==> config.mk <==
export PLATFORM = sky130hd
export DESIGN_NAME = wavelet_coeff_path_index_top_flat
export DESIGN_NICKNAME = d
export VERILOG_FILES = /design/src/rtl/wcp_pkg.sv /design/src/rtl/wcp_if.sv /design/src/rtl/wcp_ctrl.sv /design/src/rtl/wcp_datapath.sv /design/src/rtl/wavelet_coeff_path_index_top.sv /design/src/flat_wrapper.sv
export SDC_FILE = /design/constraint.sdc
export NUM_CORES = 1
export LEC_CHECK = 0
export BUFFER_PORTS_ARGS = -buffer_cell sky130_fd_sc_hd__buf_2
export CAP_MARGIN = 20
export CORE_MARGIN = 3
export CORE_UTILIZATION = 35
export CTS_CLUSTER_DIAMETER = 50
export DETAILED_ROUTE_END_ITERATION = 8
export GPL_TIMING_DRIVEN = 1
export MAX_ROUTING_LAYER = met4
export PLACE_DENSITY = 0.59
export SYNTH_ARGS = -nofsm -noshare
export SYNTH_HDL_FRONTEND = slang
export SYNTH_SLANG_ARGS = --single-unit
==> constraint.sdc <==
create_clock -name clk -period 17.77 [get_ports clk]
set_clock_uncertainty 0.15 [all_clocks]
set_input_delay 0.8885 -clock clk [delete_from_list [all_inputs] [get_ports clk]]
set_output_delay 0.8885 -clock clk [all_outputs]
set_load 0.01 [all_outputs]
==> src/rtl/wcp_pkg.sv <==
// Package: shared constants, types and a helper function of the wavelet coefficient path block.
package wcp_pkg;

  localparam int MaxLayers = 8;
  localparam int StepW     = 16;
  localparam int LeafW     = MaxLayers - 1;
  localparam int LayerW    = $clog2(MaxLayers);
  localparam int LayersW   = 4;
  localparam int CoeffW    = 17;
  localparam int NodeW     = 19;
  localparam int Log2W     = 4;
  localparam int CfgIdxW   = 2;
  localparam int CfgDataW  = 16;
  localparam int RecipW    = 17;
  localparam int RecipSh   = 18;
  localparam int ProdW     = CoeffW + RecipW;

  localparam logic [CfgIdxW-1:0] CFG_NUM_TIME_STEPS = 2'd0;
  localparam logic [CfgIdxW-1:0] CFG_NUM_LAYERS     = 2'd1;

  localparam logic [RecipW-1:0] DIV3_RECIP = 17'd87382;

  typedef enum logic [2:0] {
    ST_IDLE,
    ST_GROUP,
    ST_SPLIT,
    ST_DIV,
    ST_ROOT,
    ST_LAYER
  } state_t;

  typedef enum logic [1:0] {
    DIV_2,
    DIV_3,
    DIV_4
  } div_t;

  typedef struct packed {
    logic load_item;
    logic group;
    logic split;
    logic divide;
    logic root;
    logic layer;
  } wcp_cmd_t;

  typedef struct packed {
    logic no_layers;
    logic root_last;
    logic layer_last;
    logic out_free;
  } wcp_stat_t;

  function automatic logic [Log2W-1:0] floor_log2(input logic [StepW-1:0] v);
    logic [Log2W-1:0] r;
    r = '0;
    for (int i = 1; i < StepW; i++) begin
      if (v[i]) begin
        r = Log2W'(i);
      end
    end
    return r;
  endfunction

endpackage

==> src/rtl/wcp_if.sv <==
// Interfaces: item, result and configuration channels of the wavelet coefficient path block.
interface wcp_item_if;
  import wcp_pkg::*;
  logic              valid;
  logic              ready;
  logic [StepW-1:0]  step_number;
  logic [LeafW-1:0]  leaf_index;
  modport source(output valid, step_number, leaf_index, input ready);
  modport sink(input valid, step_number, leaf_index, output ready);
endinterface

interface wcp_result_if;
  import wcp_pkg::*;
  logic              valid;
  logic              ready;
  logic [LayerW-1:0] layer_number;
  logic [CoeffW-1:0] coeff_index;
  logic              last_of_path;
  modport source(output valid, layer_number, coeff_index, last_of_path, input ready);
  modport sink(input valid, layer_number, coeff_index, last_of_path, output ready);
endinterface

interface wcp_cfg_if;
  import wcp_pkg::*;
  logic                valid;
  logic                ready;
  logic [CfgIdxW-1:0]  index;
  logic [CfgDataW-1:0] data;
  modport source(output valid, index, data, input ready);
  modport sink(input valid, index, data, output ready);
endinterface

==> src/rtl/wcp_ctrl.sv <==
// Controller: state machine sequencing grouping, division and per-layer path steps.
module wcp_ctrl (
  input  logic              clk,
  input  logic              rst,
  input  logic              item_valid,
  output logic              item_ready,
  input  wcp_pkg::wcp_stat_t stat,
  output wcp_pkg::wcp_cmd_t  cmd
);
  import wcp_pkg::*;

  state_t state;
  state_t state_next;

  always_ff @(posedge clk) begin
    if (rst) begin
      state <= ST_IDLE;
    end else begin
      state <= state_next;
    end
  end

  always_comb begin
    state_next = state;
    cmd        = '0;
    item_ready = 1'b0;
    case (state)
      ST_IDLE: begin
        item_ready = 1'b1;
        if (item_valid) begin
          cmd.load_item = 1'b1;
          if (!stat.no_layers) begin
            state_next = ST_GROUP;
          end
        end
      end
      ST_GROUP: begin
        cmd.group  = 1'b1;
        state_next = ST_SPLIT;
      end
      ST_SPLIT: begin
        cmd.split  = 1'b1;
        state_next = ST_DIV;
      end
      ST_DIV: begin
        cmd.divide = 1'b1;
        state_next = ST_ROOT;
      end
      ST_ROOT: begin
        if (stat.out_free) begin
          cmd.root   = 1'b1;
          state_next = stat.root_last ? ST_IDLE : ST_LAYER;
        end
      end
      ST_LAYER: begin
        if (stat.out_free) begin
          cmd.layer = 1'b1;
          if (stat.layer_last) begin
            state_next = ST_IDLE;
          end
        end
      end
      default: begin
        state_next = ST_IDLE;
      end
    endcase
  end

endmodule

==> src/rtl/wcp_datapath.sv <==
// Datapath: configuration registers, step-to-node mapping, path node update and result register.
module wcp_datapath (
  input  logic                        clk,
  input  logic                        rst,
  input  logic [wcp_pkg::StepW-1:0]   step_number,
  input  logic [wcp_pkg::LeafW-1:0]   leaf_index,
  input  wcp_pkg::wcp_cmd_t           cmd,
  output wcp_pkg::wcp_stat_t          stat,
  wcp_result_if.source                result,
  wcp_cfg_if.sink                     cfg
);
  import wcp_pkg::*;

  logic [StepW-1:0]       num_time_steps;
  logic [LayersW-1:0]     num_layers;

  logic [StepW-1:0]       step;
  logic [LeafW-1:0]       leaf_sh;
  logic [LayerW-1:0]      lm1;
  logic                   grp3;
  logic signed [NodeW-1:0] short_groups;
  logic [CoeffW-1:0]      x;
  div_t                   dsel;
  logic signed [NodeW-1:0] base;
  logic [CoeffW-1:0]      q;
  logic signed [NodeW-1:0] node;
  logic [LayerW-1:0]      cnt;

  logic                   out_valid;
  logic [LayerW-1:0]      out_layer;
  logic [CoeffW-1:0]      out_coeff;
  logic                   out_last;

  logic [LayersW-1:0]     eff;
  logic [Log2W-1:0]       n2;
  logic [CoeffW-1:0]      p2n;
  logic [CoeffW-1:0]      p2n1;
  logic                   grp3_next;
  logic signed [NodeW-1:0] short_groups_next;
  logic signed [NodeW-1:0] sg;
  logic signed [NodeW-1:0] step_s;
  logic [ProdW-1:0]       prod;
  logic [CoeffW-1:0]      q_next;
  logic signed [NodeW-1:0] half;
  logic                   lo;
  logic                   right;
  logic signed [NodeW-1:0] val;
  logic [LayerW-1:0]      cnt_inc;

  assign cfg.ready = 1'b1;

  always_ff @(posedge clk) begin
    if (rst) begin
      num_time_steps <= StepW'(1);
      num_layers     <= LayersW'(1);
    end else if (cfg.valid) begin
      case (cfg.index)
        CFG_NUM_TIME_STEPS: num_time_steps <= cfg.data[StepW-1:0];
        CFG_NUM_LAYERS:     num_layers     <= cfg.data[LayersW-1:0];
        default: begin
        end
      endcase
    end
  end

  assign eff = (num_layers > LayersW'(MaxLayers)) ? LayersW'(MaxLayers) : num_layers;

  assign n2        = floor_log2(num_time_steps);
  assign p2n       = CoeffW'(1) << n2;
  assign p2n1      = (n2 == '0) ? '0 : (CoeffW'(1) << (n2 - Log2W'(1)));
  assign grp3_next = {1'b0, num_time_steps} > (p2n + p2n1);
  assign short_groups_next = grp3_next
      ? $signed(NodeW'(p2n1) << 2) - $signed(NodeW'(num_time_steps))
      : $signed(NodeW'(p2n1) + (NodeW'(p2n1) << 1)) - $signed(NodeW'(num_time_steps));

  assign sg     = grp3 ? (short_groups + (short_groups <<< 1)) : (short_groups <<< 1);
  assign step_s = $signed(NodeW'(step));

  assign prod = ProdW'(x) * ProdW'(DIV3_RECIP);

  always_comb begin
    case (dsel)
      DIV_2:   q_next = x >> 1;
      DIV_3:   q_next = CoeffW'(prod >> RecipSh);
      DIV_4:   q_next = x >> 2;
      default: q_next = x;
    endcase
  end

  assign half    = $signed(NodeW'(1) << cnt);
  assign lo      = node[NodeW-1] | ((node & half) == '0);
  assign right   = leaf_sh[LeafW-1];
  assign cnt_inc = cnt + LayerW'(1);

  always_comb begin
    if (lo) begin
      val = right ? ((node + half) <<< 1) : (node <<< 1);
    end else begin
      val = right ? ((node <<< 1) + NodeW'(1)) : (((node - half) <<< 1) + NodeW'(1));
    end
  end

  always_ff @(posedge clk) begin
    if (cmd.load_item) begin
      step    <= step_number;
      lm1     <= LayerW'(eff - LayersW'(1));
      leaf_sh <= LeafW'(leaf_index << (LayersW'(MaxLayers) - eff));
    end
    if (cmd.group) begin
      grp3         <= grp3_next;
      short_groups <= short_groups_next;
    end
    if (cmd.split) begin
      if (step_s < sg) begin
        x    <= CoeffW'(step);
        dsel <= grp3 ? DIV_3 : DIV_2;
        base <= '0;
      end else begin
        x    <= CoeffW'(step_s - sg);
        dsel <= grp3 ? DIV_4 : DIV_3;
        base <= short_groups;
      end
    end
    if (cmd.divide) begin
      q <= q_next;
    end
    if (cmd.root) begin
      node <= base + $signed(NodeW'(q));
      cnt  <= '0;
    end
    if (cmd.layer) begin
      node    <= val >>> 1;
      cnt     <= cnt_inc;
      leaf_sh <= leaf_sh << 1;
    end
  end

  always_ff @(posedge clk) begin
    if (rst) begin
      out_valid <= 1'b0;
    end else if (cmd.root || cmd.layer) begin
      out_valid <= 1'b1;
    end else if (result.ready) begin
      out_valid <= 1'b0;
    end
  end

  always_ff @(posedge clk) begin
    if (cmd.root) begin
      out_layer <= '0;
      out_coeff <= CoeffW'(step);
      out_last  <= (lm1 == '0);
    end else if (cmd.layer) begin
      out_layer <= cnt_inc;
      out_coeff <= val[CoeffW-1:0];
      out_last  <= (cnt_inc == lm1);
    end
  end

  assign result.valid        = out_valid;
  assign result.layer_number = out_layer;
  assign result.coeff_index  = out_coeff;
  assign result.last_of_path = out_last;

  assign stat.no_layers  = (num_layers == '0);
  assign stat.root_last  = (lm1 == '0);
  assign stat.layer_last = (cnt_inc == lm1);
  assign stat.out_free   = !out_valid || result.ready;

endmodule

==> src/rtl/wavelet_coeff_path_index_top.sv <==
// Top level: wavelet coefficient path index block, controller plus datapath.
//
//   channel  | dir | handshake     | payload
//   ---------+-----+---------------+------------------------------------------
//   item     | in  | valid/ready   | step_number[15:0], leaf_index[6:0]
//   result   | out | valid/ready   | layer_number[2:0], coeff_index[16:0],
//            |     |               | last_of_path
//   cfg      | in  | valid/ready   | index[1:0], data[15:0]
//
// An item first maps its step to a node (grouping, split, divide by 2, 3 or 4), then walks
// the root and one layer per cycle through the single node update unit, L results in all,
// L the layer count in use (at most 8). A stalled result register holds the path walk.
// The next item is taken once the last result of the path is in the result register.
// Synchronous reset sets one time step and one layer; a layer count of zero gives no results.
module wavelet_coeff_path_index_top (
  input  logic       clk,
  input  logic       rst,
  wcp_item_if.sink   item,
  wcp_result_if.source result,
  wcp_cfg_if.sink    cfg
);
  import wcp_pkg::*;

  wcp_cmd_t  cmd;
  wcp_stat_t stat;

  wcp_ctrl u_ctrl (
    .clk        (clk),
    .rst        (rst),
    .item_valid (item.valid),
    .item_ready (item.ready),
    .stat       (stat),
    .cmd        (cmd)
  );

  wcp_datapath u_datapath (
    .clk         (clk),
    .rst         (rst),
    .step_number (item.step_number),
    .leaf_index  (item.leaf_index),
    .cmd         (cmd),
    .stat        (stat),
    .result      (result),
    .cfg         (cfg)
  );

endmodule

==> src/flat_wrapper.sv <==
// flat-port wrapper written by rule: the top's interface ports become plain ports
module wavelet_coeff_path_index_top_flat import wcp_pkg::*;
  (clk, rst, item_valid, item_step_number, item_leaf_index, item_ready, result_valid, result_layer_number, result_coeff_index, result_last_of_path, result_ready, cfg_valid, cfg_index, cfg_data, cfg_ready);
  wcp_item_if item_i ();
  wcp_result_if result_i ();
  wcp_cfg_if cfg_i ();
  input  logic clk;
  input  logic rst;
  input wire logic [$bits(item_i.valid)-1:0] item_valid;
  input wire logic [$bits(item_i.step_number)-1:0] item_step_number;
  input wire logic [$bits(item_i.leaf_index)-1:0] item_leaf_index;
  output wire logic [$bits(item_i.ready)-1:0] item_ready;
  output wire logic [$bits(result_i.valid)-1:0] result_valid;
  output wire logic [$bits(result_i.layer_number)-1:0] result_layer_number;
  output wire logic [$bits(result_i.coeff_index)-1:0] result_coeff_index;
  output wire logic [$bits(result_i.last_of_path)-1:0] result_last_of_path;
  input wire logic [$bits(result_i.ready)-1:0] result_ready;
  input wire logic [$bits(cfg_i.valid)-1:0] cfg_valid;
  input wire logic [$bits(cfg_i.index)-1:0] cfg_index;
  input wire logic [$bits(cfg_i.data)-1:0] cfg_data;
  output wire logic [$bits(cfg_i.ready)-1:0] cfg_ready;
  assign item_i.valid = item_valid;
  assign item_i.step_number = item_step_number;
  assign item_i.leaf_index = item_leaf_index;
  assign item_ready = item_i.ready;
  assign result_valid = result_i.valid;
  assign result_layer_number = result_i.layer_number;
  assign result_coeff_index = result_i.coeff_index;
  assign result_last_of_path = result_i.last_of_path;
  assign result_i.ready = result_ready;
  assign cfg_i.valid = cfg_valid;
  assign cfg_i.index = cfg_index;
  assign cfg_i.data = cfg_data;
  assign cfg_ready = cfg_i.ready;
  wavelet_coeff_path_index_top u_core (.clk(clk), .rst(rst), .item(item_i), .result(result_i), .cfg(cfg_i));
endmodule
==> results of run 1 <==
[metal layers]
layer  vias up  share of wire  GRT usage
met2       264           0.47      0.288
met5         -              0          -
met4         0          0.015     0.0367
li1       6781              -          -
met3        31          0.038     0.0245
met1      6536           0.48      0.238
[worst paths after layout]
| path | to | from | slack, ns | cells past startpoint |
|---|---|---|---|---|
| max reg2reg | u_core.u_datapath.q[12] | u_core.u_datapath.x[10] | 11.26 | 21 |
| max | u_core.u_datapath.q[12] | u_core.u_datapath.x[10] | 11.26 | 21 |
| min reg2reg | u_core.u_datapath.result.layer_number[2] | u_core.u_datapath.result.layer_number[2] | 0.32 | 1 |
| min | u_core.u_datapath.result.layer_number[2] | u_core.u_datapath.result.layer_number[2] | 0.32 | 1 |
[cell usage in the layout (no fill, tap or decap), drive strengths merged, types with 5 or more instances in the layout]
cell type and count:
nand2 134, mux2 21, o21a 22, xnor2 66, o31ai 13, nor2 127
nand4 9, mux4 13, nand2b 18, o21bai 19, mux2i 36, or3 12
clkbuf 18, o211ai 11, ha 267, a31oi 25, o22ai 11, buf 79
fa 111, nor3 35, a2111oi 5, and3 13, nand3 28, o21ai 86
a211oi 17, and2 28, dfxtp 29, o41ai 5, xor2 41, edfxtp 139
nor4 9, nor2b 24, inv 289, nor3b 5, a21oi 121, a21o 26
[registers in the layout, indices dropped and copies added (netlist names)]
register                               count
u_core.u_datapath.grp3                     1
u_core.u_datapath.num_layers               4
u_core.u_datapath.base                    19
u_core.u_datapath.cnt                      3
u_core.u_datapath.q                       17
u_core.u_datapath.result.coeff_index      17
u_core.u_datapath.short_groups            19
u_core.u_datapath.result.last_of_path      1
u_core.u_datapath.node                    19
u_core.u_datapath.result.valid             1
u_core.u_ctrl.state                        3
u_core.u_datapath.x                       17
u_core.u_datapath.dsel                     2
u_core.u_datapath.result.layer_number      3
u_core.u_datapath.num_time_steps          16
u_core.u_datapath.leaf_sh                  7
u_core.u_datapath.step                    16
u_core.u_datapath.lm1                      3
[cell families (layout without fill, tap and decap cells)]
logic type      count (synthesis)  after routing
mux                            70             70
fa+ha+maj                     378            378
buf+inv                       327            397
flops                         168            168
simple gates                  462            462
compound gates                400            400
other cells                     2              3
xor+xnor                      107            107
[area by class of cell]
cell class	count	area, um^2	share of cell area
tap	672	841	0.0423
clock inverter	14	174	0.00874
clock buffer	18	429	0.0216
sequential	168	4750	0.239
multi-input combinational	1420	12200	0.612
timing repair buffer	79	443	0.0223
inverter	286	1070	0.0540
[where the power goes]
group / leakage [uW] / total, uW / switching [uW] / internal (uW)
Clock: 0.000283 / 383 / 161 / 222
Sequential: 0.00151 / 588 / 52.9 / 535
Combinational: 0.00712 / 3210 / 1750 / 1460
Total: 0.00892 / 4180 / 1960 / 2220
[per-stage QoR]
step | instance area [um^2] | util | cells | hold WS, ns | power (uW)
2_1_floorplan | 18200 | - | 1915 | 0.319 | 3020
3_3_place_gp | 19300 | 0.380 | 2624 | 0.280 | 3730
3_5_place_dp | 19300 | 0.380 | 2624 | 0.301 | 3800
4_1_cts | 19900 | 0.392 | 2656 | 0.326 | 4210
5_1_grt | 19900 | 0.392 | 2657 | 0.336 | 4650
6_report | 19900 | 0.392 | 2657 | 0.319 | 4180
==> results.sh, run 1 <==
export IMPL_status="finished clean"
export IMPL_fin_crit_ns=6.51
export IMPL_yosysWarnings=0
export IMPL_setup_tns_ns=0
export IMPL_routed_via_density=5.12
export IMPL_tightest_slew_ns=0.984
export IMPL_cts_sinks=168
export IMPL_gp_congestion=0.904
export IMPL_synth_top_area_frac=0.230
export IMPL_cap_violations=0
export IMPL_synth_async_reset_ratio=0
export IMPL_synth_xor_area_share=0.0516
export IMPL_diodes=0
export IMPL_num_rows=82
export IMPL_grt_pass1_vias=13800
export IMPL_synth_compound_area_frac=0.139
export IMPL_postCtsHoldBufs=0
export IMPL_cp_data_arrival_time_ns=6.53
export IMPL_max_clock_freq_mhz=154
export IMPL_required_ns=17.80
export IMPL_io_buffers=68
export IMPL_synthTopCellsByCount="286 x inv_1, 267 x ha_1, 139 x edfxtp_1, 133 x nand2_1, 127 x nor2_1"
export IMPL_grt_use_total=0.177
export IMPL_core_area_um2=50700
export IMPL_cpLargestDelayFamily="adder cells"
export IMPL_grt_start_max_net_pins=41
export IMPL_hold_violations=0
export IMPL_drt_first_pass_iters=5
export IMPL_gr_total_overflow=0
export IMPL_clkSlewWorstSetupHoldPaths_ns=0.07
export IMPL_hold_path_class="reg2reg"
export IMPL_synthSimpleGateAreaFrac=0.121
export IMPL_cellPowerDensity_nw_per_um2=210
export IMPL_syn_inst=1914
export IMPL_finalSetupViolCount=0
export IMPL_syn_area_per_cell_um2=9.48
export IMPL_die_y_um=234
export IMPL_drive_gt1_frac=0.0766
export IMPL_synth_edf_count=139
export IMPL_slew_violations=0
export IMPL_ios=70
export IMPL_finalCritPeriodShare=0.366
export IMPL_cts_root_buf="clkbuf_16"
export IMPL_p_leak_uw=0.00892
export IMPL_clk_path_buf_depth=2
export IMPL_slew_limit_headroom=0.344
export IMPL_rsz0062_at_grt="no"
export IMPL_num_nets_final=2396
export IMPL_place_ws_ns=11.33
export IMPL_setup_worst_path_class="reg2reg"
export IMPL_dieArea_um2=54600
export IMPL_nFillCells=5081
export IMPL_synth_top_area_cell="edfxtp_1"
export IMPL_synth_fa_ha_area_frac=0.307
export IMPL_ys_seq_elements=168
export IMPL_slowest_stage="edfxtp_1"
export IMPL_dp_hpwl_mm=38.2
export IMPL_antenna_found_initial=0
export IMPL_worst_slack_ns=11.26
export IMPL_clkLatencyLatePin_ns=0.44
export IMPL_totalWireLength_mm=45.8
export IMPL_remaining_drc_errors=0
export IMPL_crit_buf_inv=4
export IMPL_ant_nets=0
export IMPL_crit_path_max_incr_delay_ns=0.55
export IMPL_vias=13600
export IMPL_cts_tree="done"
export IMPL_cts_resized=0
export IMPL_start_kind="flop"
export IMPL_yosysSeqAreaShare=0.262
export IMPL_initial_core_util=0.358
export IMPL_critPathMaxFanout=8
export IMPL_netlist_cell_type_count=79
export IMPL_syn2layout_area_growth_pct=9.61
export IMPL_first_iter_violations=834
export IMPL_cp_cell_sequence="ha_1 > ha_1 > inv_1 > fa_1 > inv_1 > fa_1 > inv_1 > fa_1 > inv_1 > fa_1 > ha_1 > nand4_1 > o31ai_1 > a31oi_1 > a31oi_1 > o211ai_1 > a211oi_1 > o21ba_2 > o21bai_1 > xor2_1 > mux4_2"
export IMPL_cts_buffers=17
export IMPL_die_w_um=234
export IMPL_vdd_ir_drop_max_mv=0.250
export IMPL_synth_main_ff_cell="edfxtp_1"
export IMPL_syn_cell_area_um2=18100
export IMPL_postCtsSetupBuffers=0
export IMPL_detail_route_wl_per_cell_um=17.3
export IMPL_muxShareOfSynthArea=0.0507
export IMPL_synth_top_family_by_area="adder cells"
export IMPL_htree_num_levels=4
export IMPL_yosys_top_cells_area="edfxtp_1 23%, ha_1 18%, fa_1 12%, inv_1 5.9%, a21oi_1 3.3%"
export IMPL_critPathCaptureType="flop"
export IMPL_yosysMostFrequentCell="inv_1"
export IMPL_grt_pass1_wl_mm=74.3
Power figures use the tool's default switching activity.
==> run 2: changes to the inputs <==
PLACE_DENSITY = 0.61   (was 0.59)
clock period = 5.4 ns   (was 17.77 ns; I/O delays follow)
==> run 2 against run 1 <==
The run now ends with setup timing left. Cell count rose by 8.4%. Worst hold slack got worse by 0.28 ns. Global-route usage is 0.86 points higher. Critical path depth unchanged. Core utilization increased by 5.2 points. Flip-flop and latch count stayed put. Sequential share of layout area fell by 2.8 points. Maximum frequency rose by 8.9%. Die area unchanged. Register-to-register slack got worse by 12 ns. Worst setup slack got worse by 12 ns. Critical path type unchanged. Largest cell class unchanged.
==> results.sh, run 2 (same netlist as run 1, synthesis figures left out) <==
export IMPL_status="complete, but fails checks"
export IMPL_violations="setup timing"
export IMPL_nFillCells=4808
export IMPL_cpMostUsedCell="fa_1"
export IMPL_num_rows=82
export IMPL_max_clock_freq_mhz=167
export IMPL_hold_path_class="in2reg"
export IMPL_setup_worst_path_class="reg2reg"
export IMPL_timing_critical_path_depth=21
export IMPL_layout_commonest_cell="inv_1"
export IMPL_tightest_slew_ns=1.02
export IMPL_cts_tree="done"
export IMPL_required_ns=5.44
export IMPL_instances_no_fill=2879
export IMPL_vias=14700
export IMPL_r2r_start="u_core.u_datapath.x[12]"
export IMPL_largestRegisters="u_core.u_datapath.base (19), u_core.u_datapath.node (19), u_core.u_datapath.short_groups (19)"
export IMPL_drive_gt1_frac=0.211
export IMPL_initial_core_util=0.358
export IMPL_grt_use_total=0.186
export IMPL_start_kind="flop"
export IMPL_dp_cells=2784
export IMPL_cts_sinks=168
export IMPL_totalWireLength_mm=48.8
export IMPL_hold_start="cfg_index[1]"
export IMPL_reg2regPathDepth=21
export IMPL_rsz0062_at_grt="yes"
export IMPL_ant_nets=0
export IMPL_diodes=0
export IMPL_die_y_um=234
export IMPL_cp_cell_sequence="ha_4 > ha_4 > inv_2 > fa_1 > inv_2 > fa_1 > inv_2 > fa_1 > inv_1 > fa_1 > ha_4 > a21oi_2 > o31ai_1 > a31oi_1 > a31oi_2 > o211ai_1 > nand2_1 > a21oi_2 > o21bai_1 > xor2_1 > mux4_2"
export IMPL_htree_num_levels=4
export IMPL_slew_limit_headroom=0.315
export IMPL_cap_violations=0
export IMPL_clkSlewWorstSetupHoldPaths_ns=0.08
export IMPL_syn2layout_area_growth_pct=24.2
export IMPL_core_area_um2=50700
export IMPL_reg2reg_to="u_core.u_datapath.q[9]"
export IMPL_slew_violations=0
export IMPL_slowest_stage="fa_1"
export IMPL_grt_start_max_net_pins=41
export IMPL_cpLargestDelayFamily="adder cells"
export IMPL_fin_crit_ns=5.98
export IMPL_dp_hpwl_mm=39.5
export IMPL_clkLatencyLatePin_ns=0.45
export IMPL_cts_root_buf="clkbuf_16"
export IMPL_critPathCaptureType="flop"
export IMPL_detail_route_wl_per_cell_um=17.0
export IMPL_crit_path_max_incr_delay_ns=0.54
export IMPL_worst_slack_ns=-0.575
export IMPL_setup_tns_ns=-7.57
export IMPL_hold_violations=0
export IMPL_die_w_um=234
export IMPL_num_nets_final=2619
export IMPL_r2r_setup_slack_ns=-0.58
export IMPL_min_path_cells=4
export IMPL_dieArea_um2=54600
export IMPL_finalSetupViolCount=34
export IMPL_hold_ws_ns=0.0431
export IMPL_critPathMaxFanout=3
export IMPL_grt_pass1_wl_mm=77.8
export IMPL_crit_buf_inv=4
export IMPL_ios=70
export IMPL_routed_via_density=5.10
export IMPL_cts_buffers=17
export IMPL_min_to="u_core.u_datapath.num_time_steps[7]"
export IMPL_seq_area_um2=4760
export IMPL_cp_data_arrival_time_ns=6.02
export IMPL_antenna_found_initial=0
export IMPL_clk_path_buf_depth=2
export IMPL_multiInputGateArea_um2=13000
export IMPL_first_iter_violations=942
export IMPL_gp_congestion=0.961
export IMPL_remaining_drc_errors=0
export IMPL_finalCritPeriodShare=1.11
export IMPL_drt_first_pass_iters=5
export IMPL_layout_common_cells="275 x inv_1, 237 x ha_1, 183 x buf_4"
export IMPL_io_buffers=68
export IMPL_gr_total_overflow=0
export IMPL_grt_pass1_vias=14900
==> run 2: cell count changes in the layout (fill, tap and decap cells not counted), sizes merged <==
cell / delta
bufinv: -2
inv: +5
clkinvlp: -2
buf: +190
clkinv: -1
dlygate4sd3: +32
==> run 2: worst reg2reg max path, stage by stage, from the launching register on <==
cell	delay (ns)
edfxtp_1	0.50
ha_4	0.29
ha_4	0.26
inv_2	0.03
fa_1	0.48
inv_2	0.04
fa_1	0.54
inv_2	0.04
fa_1	0.49
inv_1	0.05
fa_1	0.53
ha_4	0.22
a21oi_2	0.11
o31ai_1	0.07
a31oi_1	0.23
a31oi_2	0.16
o211ai_1	0.39
nand2_1	0.15
a21oi_2	0.23
o21bai_1	0.11
xor2_1	0.17
mux4_2	0.47
==> run 2: cell type report <==
type	instances	share of cell area
multi-input cells	1420	0.577
flip-flops and latches	168	0.211
repair buffers	302	0.102
inverters	286	0.0476
well taps	672	0.0373
clock buffers	17	0.0189
clock inverters	14	0.00611
==> run 2: how the worst max path moves through the flow <==
| stage | from | to | slack (ns) |
|---|---|---|---|
| after floorplan | u_core.u_datapath.x[10] | u_core.u_datapath.q[12] | -0.20 |
| after global placement | u_core.u_datapath.x[5] | u_core.u_datapath.q[12] | -0.59 |
| after detailed placement | u_core.u_datapath.x[5] | u_core.u_datapath.q[12] | -0.63 |
| after CTS | u_core.u_datapath.x[4] | u_core.u_datapath.q[9] | -0.50 |
| after global routing | u_core.u_datapath.x[12] | u_core.u_datapath.q[12] | -0.76 |
| final | u_core.u_datapath.x[12] | u_core.u_datapath.q[9] | -0.58 |
==> run 2: per-stage QoR <==
step                cell area, um^2   util  setup WS [ns]
CTS                           22000  0.435         -0.495
global route                  22500  0.445         -0.755
detailed placement            20700  0.409         -0.627
global placement              20700  0.409         -0.587
floorplan                     18400      -         -0.203
finish                        22500  0.445         -0.575
==> run 2: routing by layer <==
| layer | track usage | vias up | routed length, um |
|---|---|---|---|
| met4 | 0.0610 | 0 | 1330 |
| met1 | 0.238 | 7049 | 22400 |
| li1 | - | 7250 | - |
| met3 | 0.0232 | 79 | 1750 |
| met5 | - | - | 0 |
| met2 | 0.306 | 317 | 23300 |
==> run 2: timing repair <==
| item | in CTS | in global routing |
|---|---|---|
| resized for setup | 64 | 83 |
| cloned | 1 | 1 |
| pin swaps | 47 | 60 |
| endpoints found under the hold margin | 36 | 0 |
| buffers inserted | 19 | 12 |
| hold buffers | 32 | 0 |
| setup endpoints to repair | 36 | 36 |
Power of run 2 is left out: the tool's default activity adds up to more than one toggle a clock period on the data nets, which glitch-free logic cannot reach.
==> run 3: changes to the inputs <==
clock period = 4.95 ns   (was 5.4 ns; I/O delays follow)
==> run 3 against run 2 <==
The run still ends with setup timing left. Core utilization up 2.8 points. Worst hold slack got worse by 0.028 ns. Worst setup slack lost 0.62 ns. Sequential share of layout area is 1.2 points lower. Non-clock buffer count up 107. Count of clock-buffer cells in the layout stayed put. First-iteration DRC count decreased by 7.7%. Critical path depth up 3. Cell count is 3.8% higher. Critical path type unchanged. Routed wire length up 6.9%. Register-to-register slack worse by 0.62 ns.
==> results.sh, run 3 (same netlist as run 1, synthesis figures left out) <==
export IMPL_num_nets_final=2726
export IMPL_die_y_um=234
export IMPL_diodes=0
export IMPL_clk_path_buf_depth=2
export IMPL_dp_hpwl_mm=40.5
export IMPL_cts_tree="done"
export IMPL_dieArea_um2=54600
export IMPL_detail_route_wl_per_cell_um=17.5
export IMPL_grt_start_max_net_pins=41
export IMPL_status="complete, but fails checks"
export IMPL_rsz0062_at_grt="yes"
export IMPL_drive_gt1_frac=0.274
export IMPL_setup_tns_ns=-31.58
export IMPL_reg2reg_to="u_core.u_datapath.q[1]"
export IMPL_min_path_cells=4
export IMPL_hold_violations=0
export IMPL_htree_num_levels=4
export IMPL_syn2layout_area_growth_pct=32.1
export IMPL_reg2regPathDepth=24
export IMPL_clkSlewWorstSetupHoldPaths_ns=0.07
export IMPL_core_area_um2=50700
export IMPL_violations="setup timing"
export IMPL_slew_limit_headroom=0.356
export IMPL_tightest_slew_ns=0.965
export IMPL_cp_data_arrival_time_ns=6.16
export IMPL_layout_common_cells="275 x inv_1, 265 x buf_4, 228 x ha_1"
export IMPL_grt_use_total=0.196
export IMPL_initial_core_util=0.358
export IMPL_cts_sinks=168
export IMPL_die_w_um=234
export IMPL_first_iter_violations=869
export IMPL_r2r_start="u_core.u_datapath.x[5]"
export IMPL_min_to="u_core.u_datapath.num_time_steps[4]"
export IMPL_ant_nets=0
export IMPL_place_ws_ns=-1.15
export IMPL_io_buffers=68
export IMPL_fin_crit_ns=6.14
export IMPL_remaining_drc_errors=0
export IMPL_drt_first_pass_iters=5
export IMPL_vias=15300
export IMPL_cts_buffers=17
export IMPL_critPathCaptureType="flop"
export IMPL_clkLatencyLatePin_ns=0.45
export IMPL_gr_total_overflow=0
export IMPL_routed_via_density=5.11
export IMPL_gp_congestion=0.893
export IMPL_grt_pass1_vias=15600
export IMPL_largestRegisters="u_core.u_datapath.base (19), u_core.u_datapath.node (19), u_core.u_datapath.short_groups (19)"
export IMPL_finalCritPeriodShare=1.24
export IMPL_antenna_found_initial=0
export IMPL_slew_violations=0
export IMPL_hold_path_class="in2reg"
export IMPL_cts_root_buf="clkbuf_16"
export IMPL_crit_start="u_core.u_datapath.x[5]"
export IMPL_required_ns=4.97
export IMPL_critPathMaxFanout=3
export IMPL_nFillCells=4737
export IMPL_r2r_setup_slack_ns=-1.19
export IMPL_layout_commonest_cell="inv_1"
export IMPL_start_kind="flop"
export IMPL_hold_start="cfg_index[1]"
export IMPL_grt_pass1_wl_mm=82.5
export IMPL_dp_cells=2840
export IMPL_cap_violations=0
export IMPL_ios=70
export IMPL_instances_no_fill=2987
export IMPL_setup_worst_path_class="reg2reg"
export IMPL_worst_slack_ns=-1.19
export IMPL_finalSetupViolCount=36
export IMPL_totalWireLength_mm=52.2
export IMPL_max_clock_freq_mhz=163
export IMPL_num_rows=82
## run 3: cell count changes in the layout (fill, tap and decap cells not counted), moves of 5 or more
cell and delta:
buf_4 +82, and2_1 -20, and2_4 +20, buf_6 +15, ha_1 -9, mux2_1 -7, mux2_4 +7, ha_4 +6
nand2_1 -5, nor2_4 +5
## run 3: per-stage QoR
stage	hold slack (ns)	cell area, um^2	util
finish	0.0155	24000	0.473
floorplan	0.159	18500	-
global route	0.0173	24000	0.473
global placement	0.278	21200	0.419
detailed placement	0.276	21200	0.419
CTS	0.0365	23000	0.453
## run 3: metal layers
metal  vias to the layer above  wire length, um  global-route usage
met2                       311            25800               0.337
met4                         0              843              0.0421
met1                      7421            23900               0.250
met3                        64             1650              0.0226
li1                       7461                -                   -
met5                         -                0                   -
## run 3: repair_timing
action                                 CTS  global route
resized for setup                       89           138
endpoints found under the hold margin   37             0
hold buffers                            33             0
pin swaps                               53            75
setup endpoints to repair               51            73
setup buffers                           46            36
cloned                                   2             6
## run 3: worst max-delay path: stages (launching register included)
cell and delay, ns:
edfxtp_1 0.43, buf_6 0.15, ha_4 0.27, ha_2 0.17
inv_2 0.04, fa_1 0.52, inv_1 0.05, fa_1 0.49
inv_1 0.05, fa_1 0.47, inv_1 0.05, fa_1 0.48
ha_4 0.32, nand4_1 0.16, o31ai_2 0.40, a31oi_4 0.08
buf_4 0.15, buf_4 0.13, buf_4 0.13, buf_4 0.13
a31oi_4 0.19, o21a_1 0.15, nor2_1 0.05, xnor2_1 0.17
mux4_2 0.48
## run 3: cell type report
type                            count  area [um^2]  share of cell area
Clock buffer                       17          425              0.0178
Clock inverter                     15          161             0.00673
Inverter                          286         1070              0.0448
Multi-Input combinational cell   1420        13400               0.559
Sequential cell                   168         4770               0.199
Tap cell                          672          841              0.0351
Timing Repair Buffer              409         3290               0.137
## run 3: how the worst max path moves through the flow
| stage | cells past startpoint | slack, ns | to |
|---|---|---|---|
| floorplan | 21 | -0.65 | u_core.u_datapath.q[12] |
| global placement | 29 | -1.04 | u_core.u_datapath.short_groups[18] |
| detailed placement | 29 | -1.15 | u_core.u_datapath.short_groups[1] |
| CTS | 21 | -1.04 | u_core.u_datapath.q[12] |
| global route | 22 | -1.44 | u_core.u_datapath.q[9] |
| finish | 24 | -1.19 | u_core.u_datapath.q[1] |
Power of run 3 is left out for the same reason.
